**src/ptt_pkg.sv**
```systemverilog
// Shared constants and types for the packet timing tracker.
`default_nettype none

package ptt_pkg;

    // Field widths
    localparam int TIME_W  = 64;
    localparam int STAMP_W = 32;
    localparam int FRAME_W = 32;
    localparam int DELAY_W = 48;
    localparam int COUNT_W = 32;

    // Stamp bits in use and fraction bits of the fixed-point averages
    localparam int STAMP_BITS = 32;
    localparam int FRAC_BITS  = 16;

    // Delay is held to a signed integer of this many magnitude bits before scaling
    localparam int DELAY_LIM_BITS = DELAY_W - 1 - FRAC_BITS;

    // Loss divider: dividend is the newest stamp in fixed point
    localparam int DIV_N_W   = STAMP_W + FRAC_BITS;
    localparam int DIV_D_W   = 32;
    localparam int DIV_CNT_W = $clog2(DIV_N_W + 1);

    // Average numerators: frame is unsigned, delay is signed with growth for 49x plus sample
    localparam int FNUM_W = FRAME_W + 7;
    localparam int DNUM_W = DELAY_W + 7;

    // Divide by 50: radix 2^16 digits, each digit found by reciprocal multiplication.
    // Reciprocal is ceil(2^27 / 50); exact for every remainder-and-digit value.
    localparam int D50_DIG_W  = 16;
    localparam int D50_DIGITS = 4;
    localparam int D50_N_W    = D50_DIG_W * D50_DIGITS;
    localparam int D50_CNT_W  = $clog2(D50_DIGITS + 1);
    localparam int D50_REM_W  = 6;
    localparam int D50_V_W    = D50_REM_W + D50_DIG_W;
    localparam int D50_PROD_W = 2 * D50_V_W;
    localparam int D50_SHIFT  = 27;
    localparam logic [D50_V_W-1:0] D50_RECIP = D50_V_W'(2684355);

    // Input queue between front and back
    localparam int QDEPTH = 2;
    localparam int QPTR_W = $clog2(QDEPTH);
    localparam int QCNT_W = $clog2(QDEPTH + 1);

    localparam logic [STAMP_W-1:0] STAMP_MASK = STAMP_W'((64'd1 << STAMP_BITS) - 64'd1);
    localparam logic [FRAME_W-1:0] INTERVAL_RESET = FRAME_W'(64'd100 << FRAC_BITS);

    // Running average weights: new = (49 * old + sample + 25) / 50
    localparam int AVG_KEEP  = 49;
    localparam int AVG_DIV   = 50;
    localparam int AVG_ROUND = 25;

    // One packet as classified by the front end
    typedef struct packed {
        logic [TIME_W-1:0]  recv;
        logic [STAMP_W-1:0] stamp;
        logic [TIME_W-1:0]  off;
    } ptt_item_t;

    typedef enum logic [2:0] {
        ST_IDLE,
        ST_CLASS,
        ST_DELAY,
        ST_NUM,
        ST_SIGN,
        ST_AVG,
        ST_LOST,
        ST_OUT
    } ptt_state_t;

    typedef struct packed {
        logic               start;
        logic [DIV_N_W-1:0] dividend;
        logic [DIV_D_W-1:0] divisor;
    } ptt_div_req_t;

    typedef struct packed {
        logic               done;
        logic [DIV_N_W-1:0] quotient;
    } ptt_div_rsp_t;

    typedef struct packed {
        logic               start;
        logic [D50_N_W-1:0] dividend;
    } ptt_d50_req_t;

    typedef struct packed {
        logic               done;
        logic [D50_N_W-1:0] quotient;
    } ptt_d50_rsp_t;

endpackage

`default_nettype wire

```
**src/ptt_div.sv**
```systemverilog
// Dividers: restoring serial divider for the loss estimate and a digit-serial divide by 50.
`default_nettype none

module ptt_div (
    input  wire logic                  clk,
    input  wire logic                  rst_n,
    input  wire ptt_pkg::ptt_div_req_t req,
    output ptt_pkg::ptt_div_rsp_t      rsp
);
    import ptt_pkg::*;

    logic                 busy_reg, busy_next;
    logic                 done_reg, done_next;
    logic [DIV_CNT_W-1:0] cnt_reg, cnt_next;
    logic [DIV_D_W-1:0]   rem_reg, rem_next;
    logic [DIV_N_W-1:0]   quo_reg, quo_next;
    logic [DIV_D_W-1:0]   dsr_reg, dsr_next;

    logic [DIV_D_W:0] trial;
    logic [DIV_D_W:0] trial_diff;
    logic             fits;

    // Trial subtract of the divisor from the shifted remainder
    assign trial      = {rem_reg, quo_reg[DIV_N_W-1]};
    assign trial_diff = trial - {1'b0, dsr_reg};
    assign fits       = (trial >= {1'b0, dsr_reg});

    always_comb
    begin
        busy_next = busy_reg;
        done_next = 1'b0;
        cnt_next  = cnt_reg;
        rem_next  = rem_reg;
        quo_next  = quo_reg;
        dsr_next  = dsr_reg;
        if (req.start)
        begin
            busy_next = 1'b1;
            cnt_next  = DIV_CNT_W'(DIV_N_W);
            rem_next  = '0;
            quo_next  = req.dividend;
            dsr_next  = req.divisor;
        end
        else if (busy_reg)
        begin
            rem_next = fits ? trial_diff[DIV_D_W-1:0] : trial[DIV_D_W-1:0];
            quo_next = {quo_reg[DIV_N_W-2:0], fits};
            cnt_next = cnt_reg - DIV_CNT_W'(1);
            if (cnt_reg == DIV_CNT_W'(1))
            begin
                busy_next = 1'b0;
                done_next = 1'b1;
            end
        end
    end

    // Control
    always_ff @(posedge clk or negedge rst_n)
    begin
        if (!rst_n)
        begin
            busy_reg <= 1'b0;
            done_reg <= 1'b0;
            cnt_reg  <= '0;
        end
        else
        begin
            busy_reg <= busy_next;
            done_reg <= done_next;
            cnt_reg  <= cnt_next;
        end
    end

    // Datapath
    always_ff @(posedge clk)
    begin
        rem_reg <= rem_next;
        quo_reg <= quo_next;
        dsr_reg <= dsr_next;
    end

    assign rsp.done     = done_reg;
    assign rsp.quotient = quo_reg;

endmodule

// Divide by 50, one 16-bit quotient digit per cycle, most significant digit first
module ptt_div50 (
    input  wire logic                  clk,
    input  wire logic                  rst_n,
    input  wire ptt_pkg::ptt_d50_req_t req,
    output ptt_pkg::ptt_d50_rsp_t      rsp
);
    import ptt_pkg::*;

    logic                 busy_reg, busy_next;
    logic                 done_reg, done_next;
    logic [D50_CNT_W-1:0] cnt_reg, cnt_next;
    logic [D50_REM_W-1:0] rem_reg, rem_next;
    logic [D50_N_W-1:0]   num_reg, num_next;

    logic [D50_V_W-1:0]    part;
    logic [D50_PROD_W-1:0] prod;
    logic [D50_DIG_W-1:0]  qdig;
    logic [D50_V_W-1:0]    back;
    logic [D50_V_W-1:0]    part_rem;

    // Remainder joined with the next digit, times the reciprocal of 50
    assign part     = {rem_reg, num_reg[D50_N_W-1 -: D50_DIG_W]};
    assign prod     = D50_PROD_W'(part) * D50_PROD_W'(D50_RECIP);
    assign qdig     = prod[D50_SHIFT +: D50_DIG_W];
    assign back     = D50_V_W'(qdig) * D50_V_W'(AVG_DIV);
    assign part_rem = part - back;

    always_comb
    begin
        busy_next = busy_reg;
        done_next = 1'b0;
        cnt_next  = cnt_reg;
        rem_next  = rem_reg;
        num_next  = num_reg;
        if (req.start)
        begin
            busy_next = 1'b1;
            cnt_next  = D50_CNT_W'(D50_DIGITS);
            rem_next  = '0;
            num_next  = req.dividend;
        end
        else if (busy_reg)
        begin
            rem_next = part_rem[D50_REM_W-1:0];
            num_next = {num_reg[D50_N_W-D50_DIG_W-1:0], qdig};
            cnt_next = cnt_reg - D50_CNT_W'(1);
            if (cnt_reg == D50_CNT_W'(1))
            begin
                busy_next = 1'b0;
                done_next = 1'b1;
            end
        end
    end

    // Control
    always_ff @(posedge clk or negedge rst_n)
    begin
        if (!rst_n)
        begin
            busy_reg <= 1'b0;
            done_reg <= 1'b0;
            cnt_reg  <= '0;
        end
        else
        begin
            busy_reg <= busy_next;
            done_reg <= done_next;
            cnt_reg  <= cnt_next;
        end
    end

    // Datapath
    always_ff @(posedge clk)
    begin
        rem_reg <= rem_next;
        num_reg <= num_next;
    end

    assign rsp.done     = done_reg;
    assign rsp.quotient = num_reg;

endmodule

`default_nettype wire

```
**src/ptt_front.sv**
```systemverilog
// Front end: takes packet requests, forms the start offset, queues them for the back end.
`default_nettype none

module ptt_front (
    input  wire logic                   clk,
    input  wire logic                   rst_n,
    input  wire logic                   push,
    output logic                        full,
    input  wire logic [63:0]            receive_time,
    input  wire logic [31:0]            sensor_stamp,
    output ptt_pkg::ptt_item_t          item,
    output logic                        item_valid,
    input  wire logic                   item_pop
);
    import ptt_pkg::*;

    ptt_item_t         q_mem [QDEPTH];
    logic [QPTR_W-1:0] wr_ptr_reg, wr_ptr_next;
    logic [QPTR_W-1:0] rd_ptr_reg, rd_ptr_next;
    logic [QCNT_W-1:0] cnt_reg, cnt_next;

    ptt_item_t   new_item;
    logic        wr_en;
    logic        rd_en;
    logic [STAMP_W-1:0] stamp_m;

    // Classify: mask the stamp and form receive minus stamp
    assign stamp_m       = sensor_stamp & STAMP_MASK;
    assign new_item.recv  = receive_time;
    assign new_item.stamp = stamp_m;
    assign new_item.off   = receive_time - TIME_W'(stamp_m);

    assign full       = (cnt_reg == QCNT_W'(QDEPTH));
    assign item_valid = (cnt_reg != '0);
    assign wr_en      = push && !full;
    assign rd_en      = item_pop && item_valid;
    assign item       = q_mem[rd_ptr_reg];

    // Pointer and fill count update
    always_comb
    begin
        wr_ptr_next = wr_ptr_reg;
        rd_ptr_next = rd_ptr_reg;
        cnt_next    = cnt_reg;
        if (wr_en)
        begin
            wr_ptr_next = (wr_ptr_reg == QPTR_W'(QDEPTH - 1)) ? '0 : wr_ptr_reg + QPTR_W'(1);
        end
        if (rd_en)
        begin
            rd_ptr_next = (rd_ptr_reg == QPTR_W'(QDEPTH - 1)) ? '0 : rd_ptr_reg + QPTR_W'(1);
        end
        if (wr_en && !rd_en)
        begin
            cnt_next = cnt_reg + QCNT_W'(1);
        end
        else if (rd_en && !wr_en)
        begin
            cnt_next = cnt_reg - QCNT_W'(1);
        end
    end

    always_ff @(posedge clk or negedge rst_n)
    begin
        if (!rst_n)
        begin
            wr_ptr_reg <= '0;
            rd_ptr_reg <= '0;
            cnt_reg    <= '0;
        end
        else
        begin
            wr_ptr_reg <= wr_ptr_next;
            rd_ptr_reg <= rd_ptr_next;
            cnt_reg    <= cnt_next;
        end
    end

    // Queue storage
    always_ff @(posedge clk)
    begin
        if (wr_en)
        begin
            q_mem[wr_ptr_reg] <= new_item;
        end
    end

endmodule

`default_nettype wire

```
**src/ptt_core.sv**
```systemverilog
// Back end: updates timing statistics, runs the averages and loss estimate, holds the result.
`default_nettype none

module ptt_core (
    input  wire logic               clk,
    input  wire logic               rst_n,
    input  wire logic               cfg_valid,
    output logic                    cfg_ready,
    input  wire logic               cfg_data,
    input  wire ptt_pkg::ptt_item_t item,
    input  wire logic               item_valid,
    output logic                    item_pop,
    output logic                    empty,
    input  wire logic               pop,
    output logic [31:0]             avg_frame_time,
    output logic signed [47:0]      avg_delay,
    output logic [31:0]             packets_received,
    output logic [31:0]             packets_lost,
    output logic                    restarted,
    output logic [63:0]             start_offset
);
    import ptt_pkg::*;

    // Control and statistics state
    ptt_state_t         state_reg, state_next;
    logic               sync_reg, sync_next;
    logic [TIME_W-1:0]  start_time_reg, start_time_next;
    logic               start_valid_reg, start_valid_next;
    logic [STAMP_W-1:0] newest_reg, newest_next;
    logic [FRAME_W-1:0] li_reg, li_next;
    logic [FRAME_W-1:0] frame_reg, frame_next;
    logic [DELAY_W-1:0] delay_reg, delay_next;
    logic [COUNT_W-1:0] count_reg, count_next;
    logic               out_valid_reg, out_valid_next;

    // Working registers for the item in flight
    logic [TIME_W-1:0]  recv_reg, recv_next;
    logic [STAMP_W-1:0] stamp_reg, stamp_next;
    logic [TIME_W-1:0]  off_reg, off_next;
    logic               restart_reg, restart_next;
    logic [DELAY_W-1:0] cur_delay_reg, cur_delay_next;
    logic [FNUM_W-1:0]  fnum_reg, fnum_next;
    logic [DNUM_W-1:0]  dnum_reg, dnum_next;
    logic               dneg_reg, dneg_next;
    logic               fzero_reg, fzero_next;
    logic [COUNT_W-1:0] lost_reg, lost_next;

    // Result registers
    logic [FRAME_W-1:0] o_frame_reg, o_frame_next;
    logic [DELAY_W-1:0] o_delay_reg, o_delay_next;
    logic [COUNT_W-1:0] o_count_reg, o_count_next;
    logic [COUNT_W-1:0] o_lost_reg, o_lost_next;
    logic               o_restart_reg, o_restart_next;
    logic [TIME_W-1:0]  o_start_reg, o_start_next;

    // Dividers: two divide-by-50 units for the averages, one serial divider for the loss
    ptt_d50_req_t fdiv_req, ddiv_req;
    ptt_d50_rsp_t fdiv_rsp, ddiv_rsp;
    ptt_div_req_t ldiv_req;
    ptt_div_rsp_t ldiv_rsp;
    logic         avg_done;

    // Combinational helpers
    logic                          fwd;
    logic [STAMP_W-1:0]            stamp_diff;
    logic [FRAME_W-1:0]            iv;
    logic                          restart_c;
    logic                          sync_hit;
    logic [TIME_W-1:0]             raw;
    logic [TIME_W-1:DELAY_LIM_BITS] raw_hi;
    logic [DELAY_LIM_BITS:0]       cur_int;
    logic [DELAY_W-1:0]            cur_delay;
    logic [FRAME_W-1:0]            f0;
    logic [FNUM_W-1:0]             fnum;
    logic [DNUM_W-1:0]             delay_ext;
    logic [DNUM_W-1:0]             cur_ext;
    logic [DNUM_W-1:0]             dnum;
    logic [DNUM_W-1:0]             dmag;
    logic [DNUM_W-1:0]             dmag_adj;
    logic [FRAME_W-1:0]            fq;
    logic [DELAY_W-1:0]            dq;
    logic [DELAY_W-1:0]            delay_new;
    logic [DIV_N_W-1:0]            lost_dividend;
    logic [DIV_N_W-1:0]            cnt_ext;
    logic [DIV_N_W-1:0]            ldiff;
    logic [COUNT_W-1:0]            lost;

    ptt_div50 u_fdiv (
        .clk   (clk),
        .rst_n (rst_n),
        .req   (fdiv_req),
        .rsp   (fdiv_rsp)
    );

    ptt_div50 u_ddiv (
        .clk   (clk),
        .rst_n (rst_n),
        .req   (ddiv_req),
        .rsp   (ddiv_rsp)
    );

    ptt_div u_ldiv (
        .clk   (clk),
        .rst_n (rst_n),
        .req   (ldiv_req),
        .rsp   (ldiv_rsp)
    );

    // Classification: forward stamp, saturated interval, restart detect, new minimum offset
    assign fwd        = (stamp_reg > newest_reg);
    assign stamp_diff = stamp_reg - newest_reg;
    assign iv         = ((FRAME_W'(stamp_diff) >> (FRAME_W - FRAC_BITS)) != '0) ? '1
                        : (FRAME_W'(stamp_diff) << FRAC_BITS);
    assign restart_c  = ({stamp_reg, 1'b0} < {1'b0, newest_reg});
    assign sync_hit   = sync_reg && (!start_valid_reg || (off_reg < start_time_reg));

    // Current delay, held to the integer range and scaled to fixed point
    assign raw    = recv_reg - start_time_reg - TIME_W'(newest_reg);
    assign raw_hi = raw[TIME_W-1:DELAY_LIM_BITS];
    always_comb
    begin
        if ((raw_hi == '0) || (raw_hi == '1))
        begin
            cur_int = raw[DELAY_LIM_BITS:0];
        end
        else if (raw[TIME_W-1])
        begin
            cur_int = {1'b1, {DELAY_LIM_BITS{1'b0}}};
        end
        else
        begin
            cur_int = {1'b0, {DELAY_LIM_BITS{1'b1}}};
        end
    end
    assign cur_delay = {cur_int, {FRAC_BITS{1'b0}}};

    // Average numerators
    assign f0   = (frame_reg == '0) ? li_reg : frame_reg;
    assign fnum = FNUM_W'(f0) * FNUM_W'(AVG_KEEP) + FNUM_W'(li_reg) + FNUM_W'(AVG_ROUND);

    assign delay_ext = {{(DNUM_W - DELAY_W){delay_reg[DELAY_W-1]}}, delay_reg};
    assign cur_ext   = {{(DNUM_W - DELAY_W){cur_delay_reg[DELAY_W-1]}}, cur_delay_reg};
    assign dnum      = delay_ext * DNUM_W'(AVG_KEEP) + cur_ext + DNUM_W'(AVG_ROUND);

    // Floor division of a negative numerator: negate, bias by divisor minus one
    assign dmag     = dnum_reg[DNUM_W-1] ? (~dnum_reg + DNUM_W'(1)) : dnum_reg;
    assign dmag_adj = dnum_reg[DNUM_W-1] ? (dmag + DNUM_W'(AVG_DIV - 1)) : dmag;

    // Quotients
    assign avg_done  = fdiv_rsp.done && ddiv_rsp.done;
    assign fq        = fdiv_rsp.quotient[FRAME_W-1:0];
    assign dq        = ddiv_rsp.quotient[DELAY_W-1:0];
    assign delay_new = dneg_reg ? (~dq + DELAY_W'(1)) : dq;

    // Loss estimate from the stamp count quotient
    assign lost_dividend = DIV_N_W'({newest_reg, {FRAC_BITS{1'b0}}});
    assign cnt_ext       = DIV_N_W'(count_reg);
    assign ldiff         = ldiv_rsp.quotient - cnt_ext;
    always_comb
    begin
        if (fzero_reg || (ldiv_rsp.quotient <= cnt_ext))
        begin
            lost = '0;
        end
        else if ((ldiff >> COUNT_W) != '0)
        begin
            lost = '1;
        end
        else
        begin
            lost = ldiff[COUNT_W-1:0];
        end
    end

    // Divider requests
    always_comb
    begin
        fdiv_req.start    = (state_reg == ST_SIGN);
        fdiv_req.dividend = D50_N_W'(fnum_reg);
        ddiv_req.start    = (state_reg == ST_SIGN);
        ddiv_req.dividend = D50_N_W'(dmag_adj);
        ldiv_req.start    = (state_reg == ST_AVG) && avg_done;
        ldiv_req.dividend = lost_dividend;
        ldiv_req.divisor  = DIV_D_W'(fq);
    end

    assign cfg_ready = 1'b1;

    // Sequencer: next state and register updates
    always_comb
    begin
        state_next       = state_reg;
        sync_next        = (cfg_valid && cfg_ready) ? cfg_data : sync_reg;
        start_time_next  = start_time_reg;
        start_valid_next = start_valid_reg;
        newest_next      = newest_reg;
        li_next          = li_reg;
        frame_next       = frame_reg;
        delay_next       = delay_reg;
        count_next       = count_reg;
        out_valid_next   = out_valid_reg && !pop;
        recv_next        = recv_reg;
        stamp_next       = stamp_reg;
        off_next         = off_reg;
        restart_next     = restart_reg;
        cur_delay_next   = cur_delay_reg;
        fnum_next        = fnum_reg;
        dnum_next        = dnum_reg;
        dneg_next        = dneg_reg;
        fzero_next       = fzero_reg;
        lost_next        = lost_reg;
        o_frame_next     = o_frame_reg;
        o_delay_next     = o_delay_reg;
        o_count_next     = o_count_reg;
        o_lost_next      = o_lost_reg;
        o_restart_next   = o_restart_reg;
        o_start_next     = o_start_reg;
        item_pop         = 1'b0;

        unique case (state_reg)
            ST_IDLE:
            begin
                if (item_valid)
                begin
                    item_pop   = 1'b1;
                    recv_next  = item.recv;
                    stamp_next = item.stamp;
                    off_next   = item.off;
                    state_next = ST_CLASS;
                end
            end
            ST_CLASS:
            begin
                if (sync_hit)
                begin
                    start_time_next  = off_reg;
                    start_valid_next = 1'b1;
                end
                if (fwd)
                begin
                    li_next     = iv;
                    newest_next = stamp_reg;
                end
                if (count_reg != '1)
                begin
                    count_next = count_reg + COUNT_W'(1);
                end
                restart_next = restart_c;
                if (restart_c)
                begin
                    start_time_next  = off_reg;
                    start_valid_next = 1'b1;
                    count_next       = '0;
                    newest_next      = '0;
                    frame_next       = '0;
                    li_next          = INTERVAL_RESET;
                    delay_next       = '0;
                end
                state_next = ST_DELAY;
            end
            ST_DELAY:
            begin
                cur_delay_next = restart_reg ? '0 : cur_delay;
                fnum_next      = fnum;
                state_next     = ST_NUM;
            end
            ST_NUM:
            begin
                dnum_next  = dnum;
                state_next = ST_SIGN;
            end
            ST_SIGN:
            begin
                dneg_next  = dnum_reg[DNUM_W-1];
                state_next = ST_AVG;
            end
            ST_AVG:
            begin
                if (avg_done)
                begin
                    frame_next = fq;
                    delay_next = delay_new;
                    fzero_next = (fq == '0);
                    state_next = ST_LOST;
                end
            end
            ST_LOST:
            begin
                if (ldiv_rsp.done)
                begin
                    lost_next  = lost;
                    state_next = ST_OUT;
                end
            end
            ST_OUT:
            begin
                if (!out_valid_reg || pop)
                begin
                    o_frame_next   = frame_reg;
                    o_delay_next   = delay_reg;
                    o_count_next   = count_reg;
                    o_lost_next    = lost_reg;
                    o_restart_next = restart_reg;
                    o_start_next   = start_time_reg;
                    out_valid_next = 1'b1;
                    state_next     = ST_IDLE;
                end
            end
            default:
            begin
                state_next = ST_IDLE;
            end
        endcase
    end

    // Control and statistics state
    always_ff @(posedge clk or negedge rst_n)
    begin
        if (!rst_n)
        begin
            state_reg       <= ST_IDLE;
            sync_reg        <= 1'b1;
            start_time_reg  <= '0;
            start_valid_reg <= 1'b0;
            newest_reg      <= '0;
            li_reg          <= INTERVAL_RESET;
            frame_reg       <= '0;
            delay_reg       <= '0;
            count_reg       <= '0;
            out_valid_reg   <= 1'b0;
        end
        else
        begin
            state_reg       <= state_next;
            sync_reg        <= sync_next;
            start_time_reg  <= start_time_next;
            start_valid_reg <= start_valid_next;
            newest_reg      <= newest_next;
            li_reg          <= li_next;
            frame_reg       <= frame_next;
            delay_reg       <= delay_next;
            count_reg       <= count_next;
            out_valid_reg   <= out_valid_next;
        end
    end

    // Working and result registers
    always_ff @(posedge clk)
    begin
        recv_reg      <= recv_next;
        stamp_reg     <= stamp_next;
        off_reg       <= off_next;
        restart_reg   <= restart_next;
        cur_delay_reg <= cur_delay_next;
        fnum_reg      <= fnum_next;
        dnum_reg      <= dnum_next;
        dneg_reg      <= dneg_next;
        fzero_reg     <= fzero_next;
        lost_reg      <= lost_next;
        o_frame_reg   <= o_frame_next;
        o_delay_reg   <= o_delay_next;
        o_count_reg   <= o_count_next;
        o_lost_reg    <= o_lost_next;
        o_restart_reg <= o_restart_next;
        o_start_reg   <= o_start_next;
    end

    assign empty            = !out_valid_reg;
    assign avg_frame_time   = o_frame_reg;
    assign avg_delay        = o_delay_reg;
    assign packets_received = o_count_reg;
    assign packets_lost     = o_lost_reg;
    assign restarted        = o_restart_reg;
    assign start_offset     = o_start_reg;

endmodule

`default_nettype wire

```
**src/packet_timing_tracker.sv**
```systemverilog
// Packet timing tracker top level: input queue front end and statistics back end.
// The back end works on one request at a time, its processing set mostly by the 48-step
// serial division of the loss estimate; before it both averages divide by 50 in four
// digit steps.
// A two-entry input queue and the result register let both sides stall independently.
// Reset (rst_n low, asynchronous) clears the statistics and queues; synchronizing resets to 1.
`default_nettype none

module packet_timing_tracker (
    input  wire logic          clk,
    input  wire logic          rst_n,
    input  wire logic          push,
    output logic               full,
    input  wire logic [63:0]   receive_time,
    input  wire logic [31:0]   sensor_stamp,
    output logic               empty,
    input  wire logic          pop,
    output logic [31:0]        avg_frame_time,
    output logic signed [47:0] avg_delay,
    output logic [31:0]        packets_received,
    output logic [31:0]        packets_lost,
    output logic               restarted,
    output logic [63:0]        start_offset,
    input  wire logic          cfg_valid,
    output logic               cfg_ready,
    input  wire logic          cfg_data
);
    import ptt_pkg::*;

    ptt_item_t item;
    logic      item_valid;
    logic      item_pop;

    ptt_front u_front (
        .clk          (clk),
        .rst_n        (rst_n),
        .push         (push),
        .full         (full),
        .receive_time (receive_time),
        .sensor_stamp (sensor_stamp),
        .item         (item),
        .item_valid   (item_valid),
        .item_pop     (item_pop)
    );

    ptt_core u_core (
        .clk              (clk),
        .rst_n            (rst_n),
        .cfg_valid        (cfg_valid),
        .cfg_ready        (cfg_ready),
        .cfg_data         (cfg_data),
        .item             (item),
        .item_valid       (item_valid),
        .item_pop         (item_pop),
        .empty            (empty),
        .pop              (pop),
        .avg_frame_time   (avg_frame_time),
        .avg_delay        (avg_delay),
        .packets_received (packets_received),
        .packets_lost     (packets_lost),
        .restarted        (restarted),
        .start_offset     (start_offset)
    );

endmodule

`default_nettype wire

```
**config.mk**
```make
export PLATFORM = sky130hd
export DESIGN_NAME = packet_timing_tracker
export DESIGN_NICKNAME = d
export VERILOG_FILES = /design/src/ptt_pkg.sv /design/src/ptt_div.sv /design/src/ptt_front.sv /design/src/ptt_core.sv /design/src/packet_timing_tracker.sv
export SDC_FILE = /design/constraint.sdc
export NUM_CORES = 2
export LEC_CHECK = 0
export ABC_AREA = 1
export BUFFER_PORTS_ARGS = -buffer_cell sky130_fd_sc_hd__buf_2
export CAP_MARGIN = 10
export CORE_ASPECT_RATIO = 1.75
export CORE_MARGIN = 2
export CORE_UTILIZATION = 30
export DETAILED_ROUTE_END_ITERATION = 7
export GPL_TIMING_DRIVEN = 0
export SLEW_MARGIN = 10
export SYNTH_ARGS = -nofsm -noshare
export SYNTH_HDL_FRONTEND = slang
export SYNTH_HIERARCHICAL = 1
export SYNTH_SLANG_ARGS = --single-unit
```
**constraint.sdc**
```tcl
create_clock -name clk -period 13.5 [get_ports clk]
set_input_delay 0.675 -clock clk [delete_from_list [all_inputs] [get_ports clk]]
set_output_delay 0.675 -clock clk [all_outputs]
set_load 0.005 [all_outputs]
```
Word-level counts from Yosys, hierarchy flattened
Memories as Yosys holds them, arrays and structs flattened. A register that Yosys moved wholly into a read port is not among the register bits.
Index checks and enable logic that the tools add are counted.
Widths: inputs -> output; s select.
- logic and storage cells: 213
- output and inout bits: 212
- memories kept: 1
- memory bits (writable): 320
- bits of input ports: 102
- register bits after elaboration: 906
- memory list (memory ; words ; width ; read ports ; clocked after memory_dff ; write ports ; line ; source):
    u_front.q_mem ; 2 ; 160 ; 1 ; 1 ; 1 ; ptt_front.sv:17 ; ptt_item_t q_mem [QDEPTH];
- reductions and logical operators: 42
- $add $sub $neg: 23
- multipliers: 6
- mux-type cells: 70
- bitwise operators: 2
- equal/unequal tests: 18
- $lt $le $gt $ge: 5
- operators with widths (cell ; number):
    $mux 32 ; 14
    $mux 48 ; 5
    $mux 55 ; 4
    $mux 64 ; 2
    $sub 64x32->64 ; 2
    $pmux 48 s2 ; 1
    $mul 22x22->43 const B ; 2
    $mux 39 ; 2
    $logic_not 32->1 ; 2
    $lt 64x64->1 ; 1
    $pmux 32 s2 ; 1
    $sub 32x32->32 ; 2
    $sub 64x64->64 ; 1
    $add 55x1->55 const B ; 1
    $add 55x5->55 const B ; 1
    $add 55x55->55 ; 1
    $add 55x6->55 const B ; 1
    $mul 55x6->55 const B ; 1
    $not 55->55 ; 1
    $add 48x1->48 const B ; 1
    $le 48x32->1 ; 1
    $not 48->48 ; 1
    $reduce_bool 48->1 ; 1
    $sub 48x32->48 ; 1
    other kinds (38) ; 116

Longest topological paths before layout
- word-level depth: 7
- depth in mapped cells: 35
- mapped depth without buffers: 35

By module
The synthesis kept the hierarchy.
- by module, submodules not included (module ; seq. area each (sq um) ; cells each ; area each (sq um) ; instances):
    ptt_core ; 21700.8 ; 7363 ; 58773.9 ; 1
    ptt_front ; 9709.3 ; 1721 ; 15823.9 ; 1
    ptt_div50 (u_core.u_fdiv) ; 2167.1 ; 1397 ; 12579.6 ; 1
    ptt_div50 (u_core.u_ddiv) ; 2167.1 ; 1410 ; 12539.5 ; 1
    ptt_div ; 3243.1 ; 1063 ; 7592.3 ; 1

Worst setup path before layout
OpenSTA, ideal clock, no wires.
- path kind: input port to flip-flop
- start point: input pop
- end point: register u_core.o_delay_reg[0], in the netlist u_core/avg_delay[0], enable pin
- setup time: 0.783 ns
- stages: 2
- data required time: 12.717 ns
- arrival: 9.344 ns
- path slack: 3.373 ns
- path buffers: 0
- path through: nor2_1 > nor2_1
- word-level cells in the longest chain between the ends: 2
- ends and longest elaborated chain (what ; line ; source):
    start, declared ; packet_timing_tracker.sv:17 ; input wire logic pop,
    $logic_or 1x1->1 ; ptt_core.sv:297 ; if (!out_valid_reg || pop)
    $reduce_and 2->1 (no line) ; -- ;
    end signal, assigned ; ptt_core.sv:361 ; o_delay_reg <= o_delay_next;
    end, declared ; ptt_core.sv:50 ; logic [DELAY_W-1:0] o_delay_reg, o_delay_next;
Every way passes these cells.
A chain may end at the register's enable or synchronous reset.

Final worst setup path
- start point: register u_core.u_fdiv.num_reg[53]
- end point: register u_core.u_fdiv.rem_reg[5]
- word-level cells in the longest chain between the ends: 3
- ends and longest elaborated chain (what ; line ; source):
    start, declared ; ptt_div.sv:100 ; logic [D50_N_W-1:0] num_reg, num_next;
    start signal, assigned ; ptt_div.sv:163 ; num_reg <= num_next;
    $mul 22x22->43 ; ptt_div.sv:110 ; assign prod = D50_PROD_W'(part) * D50_PROD_W'(D50_RECIP);
    $mul 16x5->5 ; ptt_div.sv:112 ; assign back = D50_V_W'(qdig) * D50_V_W'(AVG_DIV);
    $sub 6x6->6 (*) ; ptt_div.sv:113 ; assign part_rem = part - back;
    end signal, assigned ; ptt_div.sv:162 ; rem_reg <= rem_next;
    end, declared ; ptt_div.sv:99 ; logic [D50_REM_W-1:0] rem_reg, rem_next;
Mark *: on every way between the ends. The rest lies on a longest branch, timed or not.

==> run_results.csv <==
group,metric,value,unit
layout,nFillCells,37500,
run,maxCapViolCount,0,
floorplan,io_pins,314,
route,dr_total_vias,86400,
floorplan,die_h,795,um
clock_tree,clk_pin_slew,60,ps
clock_tree,cts_buffer_depth,4,
timing,period_needed,7680,ps
setup_path,start_kind,"flip-flop",
global_route,grt_pass1_wl,554000,um
setup_path,ff2ff_path_depth,31,
placement,dp_cells,18000,
route,drcViolationCount,0,
hold_path,hold_depth,1,
floorplan,dieArea,0.363,mm2
layout,area_delta_synth_final,12.5,%
yosys,synth_cells,13000,
clock_tree,htreeDepth,4,
floorplan,coreArea,0.356,mm2
global_route,grt_max_degree,82,
timing,fmax,130,MHz
setup_path,crit_arrival,8420,ps
global_route,gr-total-overflow,0,
route,ant_nets,0,
floorplan,die_x,456,um
clock_tree,numCtsBuffers,147,
route,wl_per_cell,20.8,um
timing,drv_slew,0,
route,vias_per_cell,4.72,
placement,pre_cts_ws,5840,ps
clock_tree,postCtsHoldBufs,14,
layout,layoutNonFillerInstCount,18300,
layout,largest_reg_flops,320,
clock_tree,ctsResizeCount,0,
route,drt_iter0_markers,5159,
setup_path,criticalPathCategory,"reg2reg",
placement,io_buffers,312,
clock_tree,post_cts_buffers,0,
floorplan,initial_core_util,0.301,
outcome,status,"finished, final reports clean",
placement,gp_congestion,1.02,
clock_tree,ctsRootBufferMaster,"clkbuf_16",
yosys,syn-cell-area,0.107,mm2
route,finalWirelength,380000,um
global_route,antenna_found_initial,18,
setup_path,required,14250,ps
timing,tightestPinTransition,1410,ps
timing,finalSetupViolCount,0,
timing,fin_crit_sh,0.569,
timing,rsz0062_at_grt,"no",
setup_path,slowest_delay,790,ps
yosys,ys_warn_count,6,
timing,fin_hold_ws,44.3,ps
setup_path,cp_slowest_cell,"edfxtp_1",
setup_path,cp_common_cell,"inv_1",
hold_path,hold_path.class,"in2reg",
placement,hpwl,324000,um
global_route,grt_usage,0.206,
layout,regArea,0.0390,mm2
global_route,first_global_vias,89400,
setup_path,cp_max_fo,9,
timing,relSlewSlack,0.0617,
layout,drive_gt1_frac,0.0743,
floorplan,fp-row-count,290,
timing,finalHoldViolCount,0,
layout,top_register,"u_front/q_mem",
layout,multiInputGateArea,0.0579,mm2
setup_path,critPathCaptureType,"flip-flop",
timing,finalWorstSetupSlack,5820,ps
clock_tree,cts_tree,"done",
clock_tree,clk_latency,860,ps
route,drt_pass1_iterations,8,
yosys,avgSynthCellArea,8.28,um2
timing,skew,91.3,ps
layout,fin_nets,15200,
clock_tree,clock_sinks,1355,
through the flow:
stage	cell area [um2]	TNS (ps)	utilization
floorplan	107000	0	-
global placement	115000	-721330	0.322
detailed placement	116000	0	0.325
CTS	121000	0	0.339
global route	121000	0	0.339
finish	121000	0	0.339
routing by layer:
metal / wire (um) / vias up / track usage
li1: - / 42200 / -
met1: 128000 / 40700 / 0.197
met2: 202000 / 2383 / 0.397
met3: 15300 / 1056 / 0.0249
met4: 34700 / 4 / 0.160
met5: 34 / - / 0
path summary, 6_finish.rpt:
| check | from | to | slack, ps |
|---|---|---|---|
| setup / recovery | u_core/u_fdiv/num_reg[53] | u_core/u_fdiv/rem_reg[5] | 5820 |
| hold / removal | receive_time[21] | u_front/q_mem[1][117] | 40 |
| setup reg to reg | u_core/u_fdiv/num_reg[53] | u_core/u_fdiv/rem_reg[5] | 5820 |
| hold reg to reg | u_core/lost_reg[17] | u_core/packets_lost[17] | 350 |
| max in group asynchronous | rst_n | u_core/delay_reg[44] | 11840 |
| min in group asynchronous | rst_n | u_core/count_reg[31] | 300 |
worst max-delay path: cells and delay by family (launching register included):
kind / cells / cell delay (ps)
buffers and inverters: 10 / 1030
xor gates and xnor gates: 1 / 310
DFF: 1 / 790
AOI/OAI and AO/OA: 4 / 680
and+or+nand+nor: 6 / 530
adders and majority gates: 10 / 4270
placed cells by master (no fill, tap or decap), types with 83 or more instances in the layout:
master / count
clkbuf_1: 144
fa_1: 509
o21ai_0: 340
a21oi_1: 454
inv_1: 2537
dfrtp_1: 249
nor2_1: 804
buf_2: 351
edfxtp_1: 1058
clkbuf_16: 149
nor2_2: 83
nand2_1: 3645
xor2_1: 285
nand4_1: 120
nand2_2: 96
ha_1: 1093
nor3_1: 132
xnor2_1: 112
nand3_1: 594
final cells by class:
| class | instances | area share |
|---|---|---|
| flip-flops and latches | 1355 | 0.323 |
| plain buffers | 197 | 0.00756 |
| well taps | 4672 | 0.0484 |
| clock inverters | 84 | 0.00782 |
| clock buffers | 175 | 0.0321 |
| repair buffers | 368 | 0.0208 |
| multi-input cells | 8866 | 0.480 |
| diodes | 6 | 0.000124 |
| inverters | 2583 | 0.0803 |
Power is not shown: default switching activity piles up to over one toggle a cycle in this logic, so the estimate is an artifact.
